### config.mk
export PLATFORM = sky130hd
export DESIGN_NAME = aotc_eval
export DESIGN_NICKNAME = d
export VERILOG_FILES = /design/src/hw/rtl/aotc_pkg.sv /design/src/hw/rtl/aotc_eval.sv
export SDC_FILE = /design/constraint.sdc
export NUM_CORES = 1
export LEC_CHECK = 0
export ABC_CLOCK_PERIOD_IN_PS = 13500
export BUFFER_PORTS_ARGS = -buffer_cell sky130_fd_sc_hd__clkbuf_2
export CAP_MARGIN = 20
export CORE_MARGIN = 1
export CORE_UTILIZATION = 52
export DETAILED_ROUTE_END_ITERATION = 7
export PLACE_DENSITY = 0.75
export RECOVER_POWER = 50
export SYNTH_ARGS = -nofsm -noshare
export SYNTH_HDL_FRONTEND = slang
export SYNTH_SLANG_ARGS = --single-unit
### constraint.sdc
create_clock -name vclk -period 13.5
set_clock_uncertainty 0.15 [all_clocks]
set_input_delay 0 -clock vclk [all_inputs]
set_output_delay 0 -clock vclk [all_outputs]
set_load 0.01 [all_outputs]
### src/hw/rtl/aotc_pkg.sv
`timescale 1ns / 1ps

package aotc_pkg;

  localparam int DROP_W = 53;
  localparam logic [22:0] GRAVITY_RESET = 23'd642908;

  localparam logic [1:0] MODE_ADD   = 2'd0;
  localparam logic [1:0] MODE_STEP  = 2'd1;
  localparam logic [1:0] MODE_QUERY = 2'd2;

  localparam logic [1:0] ST_OK       = 2'd0;
  localparam logic [1:0] ST_FULL     = 2'd1;
  localparam logic [1:0] ST_BAD_STEP = 2'd2;

  typedef enum logic [4:0] {
    S_IDLE  = 5'b00001,
    S_SQR   = 5'b00010,
    S_SCALE = 5'b00100,
    S_DROP  = 5'b01000,
    S_WALK  = 5'b10000
  } state_t;

  typedef struct packed {
    logic signed [31:0] pos_x;
    logic signed [31:0] pos_y;
    logic signed [31:0] pos_z;
    logic [30:0]        size_x;
    logic [30:0]        size_y;
    logic [30:0]        size_z;
    logic               is_static;
    logic               has_mass;
  } entry_t;

  typedef struct packed {
    logic [31:0] new_z;
    logic        movable;
    logic        hit;
  } eval_t;

  function automatic logic axis_hit(input logic signed [31:0] ca, input logic [30:0] ea,
                                    input logic signed [31:0] cb, input logic [30:0] eb);
    logic signed [33:0] amin;
    logic signed [33:0] amax;
    logic signed [33:0] bmin;
    logic signed [33:0] bmax;
    amin = $signed({ca[31], ca, 1'b0}) - $signed({3'b000, ea});
    amax = $signed({ca[31], ca, 1'b0}) + $signed({3'b000, ea});
    bmin = $signed({cb[31], cb, 1'b0}) - $signed({3'b000, eb});
    bmax = $signed({cb[31], cb, 1'b0}) + $signed({3'b000, eb});
    return (amin <= bmax) && (amax >= bmin);
  endfunction

endpackage

### src/hw/rtl/aotc_eval.sv
`timescale 1ns / 1ps

module aotc_eval (
  input  aotc_pkg::entry_t             ent,
  input  aotc_pkg::entry_t             qbox,
  input  logic [aotc_pkg::DROP_W-1:0]  drop,
  output aotc_pkg::eval_t              res
);
  import aotc_pkg::*;

  logic signed [DROP_W+1:0] diff;
  logic signed [DROP_W+1:0] half;
  logic                     overlap;

  always_comb begin
    diff = $signed({{(DROP_W-30){ent.pos_z[31]}}, ent.pos_z}) - $signed({2'b00, drop});
    half = $signed({{(DROP_W-28){1'b0}}, ent.size_z[30:1]});
    overlap = axis_hit(qbox.pos_x, qbox.size_x, ent.pos_x, ent.size_x) &&
              axis_hit(qbox.pos_y, qbox.size_y, ent.pos_y, ent.size_y) &&
              axis_hit(qbox.pos_z, qbox.size_z, ent.pos_z, ent.size_z);
    res.movable = !ent.is_static && ent.has_mass;
    res.hit     = ent.is_static && overlap;
    if (diff < half) begin
      res.new_z = {2'b00, ent.size_z[30:1]};
    end else begin
      res.new_z = diff[31:0];
    end
  end

endmodule

Word level (Yosys, flattened, before mapping)
Index checks and enable logic that the tools add are counted.

storage, ports and cells
  register bits = 0
  input bits = 435
  logic and storage cells = 29

operators by class
  add/sub/neg operators = 13
  $lt $le $gt $ge = 7
  muxes and demuxes = 1
  reductions and logical operators = 8

operator list
  cell                                   number
  adder 33 x 32 -> 34 bit                6
  subtractor 33 x 32 -> 34 bit           6
  greater-or-equal comparator 34 bit     3
  <= comparator 34 bit                   3
  less-than comparator 55 x 31 -> 1 bit  1
  subtractor 32 x 54 -> 55 bit           1
  two-way mux 32 bit                     1
  logical AND 1 bit                      7
  zero test 1 bit                        1

Depth between registers and ports, before layout
Gate-level depths: netlist (run 1).

  depth in word-level cells = 6
  depth in mapped cells = 27

Worst setup path before layout (run 1)
Ideal clock, no wire load.

  path kind = in2out
  start point = input qbox[3] (netlist name)
  end point = output res[0] (netlist name)
  arrival time = 4.634 ns
  required time = 13.350 ns
  slack = 8.716 ns
  stages = 23
  buffers on the path = 0
  cells stage by stage = ha_1 > inv_1 > fa_1 > o21ba_2 > o21bai_1 > a21oi_1 > o21ai_0 > a221oi_1 > a221o_1 > o211a_1 > o41ai_1 > nand3_1 > a21oi_1 > nor2_1 > o21a_1 > ha_1 > nand4_1 > nor4_1 > a221oi_1 > mux2i_1 > a21boi_0 > nand4_1 > a311oi_1

RTL lines
  element             RTL line        text
  start: declaration  aotc_eval.sv:5  input aotc_pkg::entry_t qbox,
  end: declaration    aotc_eval.sv:7  output aotc_pkg::eval_t res

==> results of run 1 <==
## metal layers
| layer | wire length, µm | vias up | global-route usage |
|---|---|---|---|
| met3 | 3600 | 96 | 0.0201 |
| met2 | 35100 | 713 | 0.485 |
| met1 | 34300 | 12258 | 0.362 |
| li1 | - | 13961 | - |
| met5 | 116 | - | 0 |
| met4 | 1540 | 18 | 0.0576 |
## synth_stat cells, drive strengths merged, types with 15 or more instances
cell    count
nor3       82
o21bai     94
o21a       44
nand3      58
and2       22
ha        644
nor2      306
o211ai     31
o21ai     186
nand2     163
o41ai      15
a31oi      39
a21oi     389
inv       428
or3        25
nand4      71
xor2       87
a211oi     32
a21boi     16
nor2b      60
nand2b     57
xnor2     295
o31ai      32
clkbuf    116
mux2       31
a21o      156
a221oi     15
and3       24
## placed cells by master, fill, tap and decap left out, types with 23 or more instances in the layout
cell      instances
a211oi_1         31
a21o_1          153
a21oi_1         388
a31oi_1          38
and3_1           23
clkbuf_2        466
ha_1            644
inv_1           428
nand2_1         163
nand2b_1         57
nand3_1          58
nand4_1          71
nor2_1          306
nor2b_1          60
nor3_1           82
o211ai_1         31
o21a_1           44
o21ai_0         183
o21bai_1         94
o31ai_1          32
or3_1            24
xnor2_1         295
xor2_1           87
## critical path, cell delays in order
cell	delay [ns]
clkbuf_2	0.12
inv_1	0.07
ha_1	0.19
inv_1	0.07
fa_1	0.41
a21o_4	0.24
a221o_1	0.39
o211ai_1	0.48
a211oi_1	0.27
nor2_1	0.27
xnor2_1	0.20
ha_1	0.30
a21o_1	0.18
a21o_1	0.17
a21oi_1	0.15
nor2_1	0.07
a211oi_1	0.22
o41a_1	0.20
o211a_1	0.16
nand4_1	0.11
a2111oi_0	0.43
nand4_1	0.28
o221ai_4	0.19
clkbuf_1	1.53
mux2_1	0.40
clkbuf_2	0.13
## path summary, 6_finish.rpt
check	end	slack, ns	cells past startpoint
setup / recovery	res[4]	6.06	26
hold / removal	res[1]	0.14	3
## through the flow
stage / instance area [µm²] / cells / utilization / power [mW]
after floorplan: 26400 / 3729 / - / 1.27
after global placement: 29100 / 4746 / 0.580 / 1.66
after detailed placement: 29100 / 4746 / 0.580 / 1.68
after CTS: 29100 / 4746 / 0.580 / 1.69
after global routing: 29100 / 4759 / 0.579 / 1.92
final: 29100 / 4760 / 0.580 / 1.70
## power by group
group / total, mW / switching (mW) / leakage, nW / internal [mW]
clock: 0.000000139 / 0 / 0.0000887 / 0.000000139
sequential: 0 / 0 / 0 / 0
combinational: 1.70 / 0.948 / 15.2 / 0.755
## cells by family after synthesis
| family | after synthesis | share of synthesized area |
|---|---|---|
| compound gates | 1165 | 0.286 |
| xor+xnor | 382 | 0.127 |
| fa+ha+maj | 657 | 0.315 |
| buf+inv | 551 | 0.0792 |
| mux | 33 | 0.0178 |
| simple gates | 941 | 0.176 |
## cell type report
type	count	area share
antenna	14	0.00120
inverter	428	0.0553
multi-input combinational	3178	0.834
tap	672	0.0289
timing repair buffer	468	0.0805
==> impl_results.md, run 1 <==
* Status: finished with violations
* Failing checks: max-capacitance violations, max-slew violations
* First-pass GRT wire length at 118000 µm
* Routed wire length per instance at 15.7 µm
* Post-synth top area share at 0.305
* Post-CTS Hold Buffers at 0
* Post-route antenna net violation count at 0
* PnR worst setup slack at 6.06 ns
* Worst hold start: ent[1]
* Vias at 27046
* Fill cells at 4906
* Site Rows at between 80 and 90
* Cells resized by post-CTS repair at 0
* FFs & Latches at 0
* Final setup fails at 0
* Vias per cell at 5.68
* Drt first-iter violations at around 1600
* Largest net degree at the start of global routing at 33
* Cells after Synth at 3729
* CP required at 13.35 ns
* Layout cell share with drive strength beyond 1 at 0.128
* Post-Place Setup Slack at 7.28 ns
* Period utilisation layout at 0.551
* Fmax at 134 MHz
* CP endpoint kind: output port
* Vias in the first global route at 24718
* Cell Area, Synth at 26400 µm²
* Fin. Hold Viols at 0
* Area leader, netlist: ha_1
* Hold crit path type: in -> out
* Die Height at 227 µm
* Drt first pass iters at 6
* # port buffers at 467
* CORE AREA at about 50000 µm²
* GR Overflow Total at 0
* Post-synth cell types at 79
* Final Max Slew Viols at 33
* Crit path kind: in -> out
* Post-CTS Repair Setup Buffers at 0
* Syn avg cell area at 7.08 µm²
* Sequential element share of the synthesized area at 0
* Areal power density over the cells at between 50 and 60 nW/µm²
* TNS Setup at 0 ns
* Mapped Nets at 4821
* Die Width at 227 µm
* CP Max Fanout at 32
* Synth-to-layout area growth at 10.1%
* Max Cap Viol at 1
* Final min period at 7.44 ns
* Post-DP HPWL at 66000 µm
* Worst Tran Pin Value at 2.13 ns
* Slew headroom at -0.421
* CP startpoint: ent[95]
* GPL Wtd Cong at around 0.96
* Die area at 51700 µm²
* RSZ-0062 raised after global routing: no
* Leakage at 15.2 nW
* Starting Density at 0.526
* Nets at 5168
* Overall routed net length at 74600 µm
* Hold WS at 0.145 ns
* Clk_buf instances at 0
* Synth warn at 0
* Register area at 0 µm²
* Detailed-route DRC error count at 0
* Tot GR Track Use at 0.275
* WP data arrival at between 7 and 8 ns
* I/O Pins at 469
* Initial antenna violation count at 23
* Peak supply drop at 0.0000243 V
* Worst setup SP type: primary input
* Multi-input logic area at between 20000 and 25000 µm²
* Top cells by area, synth: ha_1 (31%), xnor2_1 (9.8%), a21oi_1 (7.4%), inv_1 (6.1%), a21o_1 (4.4%)
Power figures use the tool's default switching activity.
==> run 2, diff against run 1 <==
--- a/config.mk
+++ b/config.mk
@@ -5,7 +5,7 @@
 export SDC_FILE = /design/constraint.sdc
 export NUM_CORES = 1
 export LEC_CHECK = 0
-export ABC_CLOCK_PERIOD_IN_PS = 13500
+export ABC_CLOCK_PERIOD_IN_PS = 6850
 export BUFFER_PORTS_ARGS = -buffer_cell sky130_fd_sc_hd__clkbuf_2
 export CAP_MARGIN = 20
 export CORE_MARGIN = 1
==> constraint.sdc (replaced) <==
create_clock -name vclk -period 6.85
set_clock_uncertainty 0.15 [all_clocks]
set_input_delay 0 -clock vclk [all_inputs]
set_output_delay 0 -clock vclk [all_outputs]
set_load 0.01 [all_outputs]
==> run 2 against run 1 <==
Compared with the run above: the flow now finishes without violations; critical path type unchanged; core utilization up 0.060 points; final cell count about the same; largest power group unchanged; first-iteration DRC count shrank 1.1%; highest routed layer unchanged; sequential share of layout area unchanged; setup slack got worse by 5.5 ns; flip-flop and latch count is the same; routed wire length up 0.55%; design area is 0.10% higher; largest cell class unchanged; worst hold slack got worse by 0.0044 ns; combinational power increased by 98%.
==> impl_results.md, run 2 (synthesis gave the netlist of run 1 again) <==
* TNS Setup at 0 ns (unchanged)
* FFs & Latches at 0 (unchanged)
* Clock Power Share at 0 (about the same)
* Final Max Slew Viols at 0 (was 33)
* GPL Wtd Cong at 0.958 (was 0.961)
* DP Cell Count at 4748 (was 4746)
* Slew headroom at 0.321 (was -0.421)
* Initial antenna violation count at 22 (was 23)
* Fin. Hold Viols at 0 (unchanged)
* Crit path kind: in -> out (unchanged)
* Non-filler instance count after layout at 4762 (was 4760)
* Post-DP HPWL at 66400 µm (was 66000 µm)
* Hold crit path type: in -> out (unchanged)
* RSZ-0062 raised after global routing: no (unchanged)
* Final instance area at 29100 µm² (about the same)
* Fill cells at 4903 (was 4906)
* Seq pwr share at 0 (about the same)
* Final min period at between 6 and 7 ns
* Crit path max-delay family: compound AO/OA/AOI/OAI gates (unchanged)
* Pwr Total at 3.37 mW (was 1.70 mW)
* Largest net degree at the start of global routing at 33 (unchanged)
* Layout cell share with drive strength beyond 1 at 0.130 (was 0.128)
* Placed inst area at 29100 µm² (about the same)
* Most common cell after layout, fill and taps aside: ha_1 (unchanged)
* Routed wire length per instance at 15.8 µm (was 15.7 µm)
* Hold Path Sink: res[1] (unchanged)
* Sw Ratio at 0.558 (was 0.557)
* P_sw at 1.88 mW (was 0.948 mW)
* PnR worst setup slack at 0.578 ns (was 6.06 ns)
* Die area at 51700 µm² (unchanged)
* Hold depth at 3 (unchanged)
* Drt first-iter violations at 1624 (was 1642)
* Worst hold start: ent[1] (unchanged)
* Cells resized by post-CTS repair at 0 (unchanged)
* Int Pwr at 1.49 mW (was 0.755 mW)
* CP endpoint kind: output port (unchanged)
* Gate power share at 1.000 (about the same)
* Areal power density over the cells at 116 nW/µm² (was 58.6 nW/µm²)
* CORE AREA at 50200 µm² (unchanged)
* Hold WS at 0.141 ns (was 0.145 ns)
* CP Max Fanout at 32 (unchanged)
* Status: complete, no violations (was finished with violations)
* Synth-to-layout area growth at 10.2% (was 10.1%)
* Die Width at 227 µm (unchanged)
* Clk_buf instances at 0 (unchanged)
* Starting Density at 0.526 (unchanged)
* Max Cap Viol at 0 (was 1)
* Crit path largest cell delay at 0.79 ns (was 1.53 ns)
* Site Rows at 82 (unchanged)
* WP data arrival at 6.12 ns (was 7.29 ns)
* Peak supply drop at 0.0000526 V (was 0.0000243 V)
* Post-CTS Hold Buffers at 0 (unchanged)
* Final setup fails at 0 (unchanged)
* Most common cell on crit path: clkbuf_2
* Overall routed net length at 75000 µm (was 74600 µm)
* GR Overflow Total at 0 (unchanged)
* Post-CTS Repair Setup Buffers at 0 (unchanged)
* Period utilisation layout at 0.916
* I/O Pins at 469 (unchanged)
* Tot GR Track Use at 0.276 (was 0.275)
* Leakage at 15.2 nW (about the same)
* Worst setup SP type: primary input (unchanged)
* CP required at 6.70 ns (was 13.35 ns)
* Crit path max-delay cell type: clkbuf_2 (was clkbuf_1)
* Post-route antenna net violation count at 0 (unchanged)
* Nets at 5170 (was 5168)
* Vias in the first global route at 24614 (was 24718)
* Detailed-route DRC error count at 0 (unchanged)
* Final core utilization at 0.580 (about the same)
* Worst Tran Pin Value at 1.02 ns (was 2.13 ns)
* Post-Place Setup Slack at 0.676 ns (was 7.28 ns)
* Buf+Inv Stages, Crit Path at 5 (unchanged)
* Vias per cell at 5.68 (about the same)
* Most frequent cells in the layout: ha_1 (644), clkbuf_2 (466), inv_1 (428) (unchanged)
* First-pass GRT wire length at 118000 µm (about the same)
* Drt first pass iters at 5 (was 6)
* Fmax at 159 MHz
* Die Height at 227 µm (unchanged)
* Register area at 0 µm² (unchanged)
* Vias at 27032 (was 27046)
* # port buffers at 467 (unchanged)
run 2: how the worst max path moves through the flow:
stage               from  endpoint  slack [ns]  cells past startpoint
2_1_floorplan    qbox[3]    res[0]        2.07                     23
3_3_place_gp    qbox[95]    res[0]        0.75                     25
3_5_place_dp    qbox[95]    res[0]        0.68                     24
4_1_cts         qbox[95]    res[0]        0.64                     25
5_1_grt        qbox[127]    res[0]        0.19                     27
6_report         ent[95]    res[7]        0.58                     26
run 2: area by class of cell:
class,instances,area (µm²),area share
antenna,14,35.0,0.00120
inverter,428,1610,0.0552
multi-input combinational,3178,24300,0.834
tap,672,841,0.0289
timing repair buffer,470,2350,0.0809
run 2: per-layer routing:
metal | up-vias | GRT usage | wire, µm
met2 | 764 | 0.487 | 35000
li1 | 13986 | - | -
met5 | - | 0 | 116
met1 | 12148 | 0.363 | 34400
met4 | 18 | 0.0641 | 1850
met3 | 116 | 0.0199 | 3730
run 2: power groups by stage:
stage	clock (mW)	sequential [mW]	combinational [mW]
floorplan	0	0	2.50
global placement	0	0	3.28
detailed placement	0	0	3.32
CTS	0	0	3.35
global route	0.000000235	0	3.80
finish	0.000000274	0	3.37
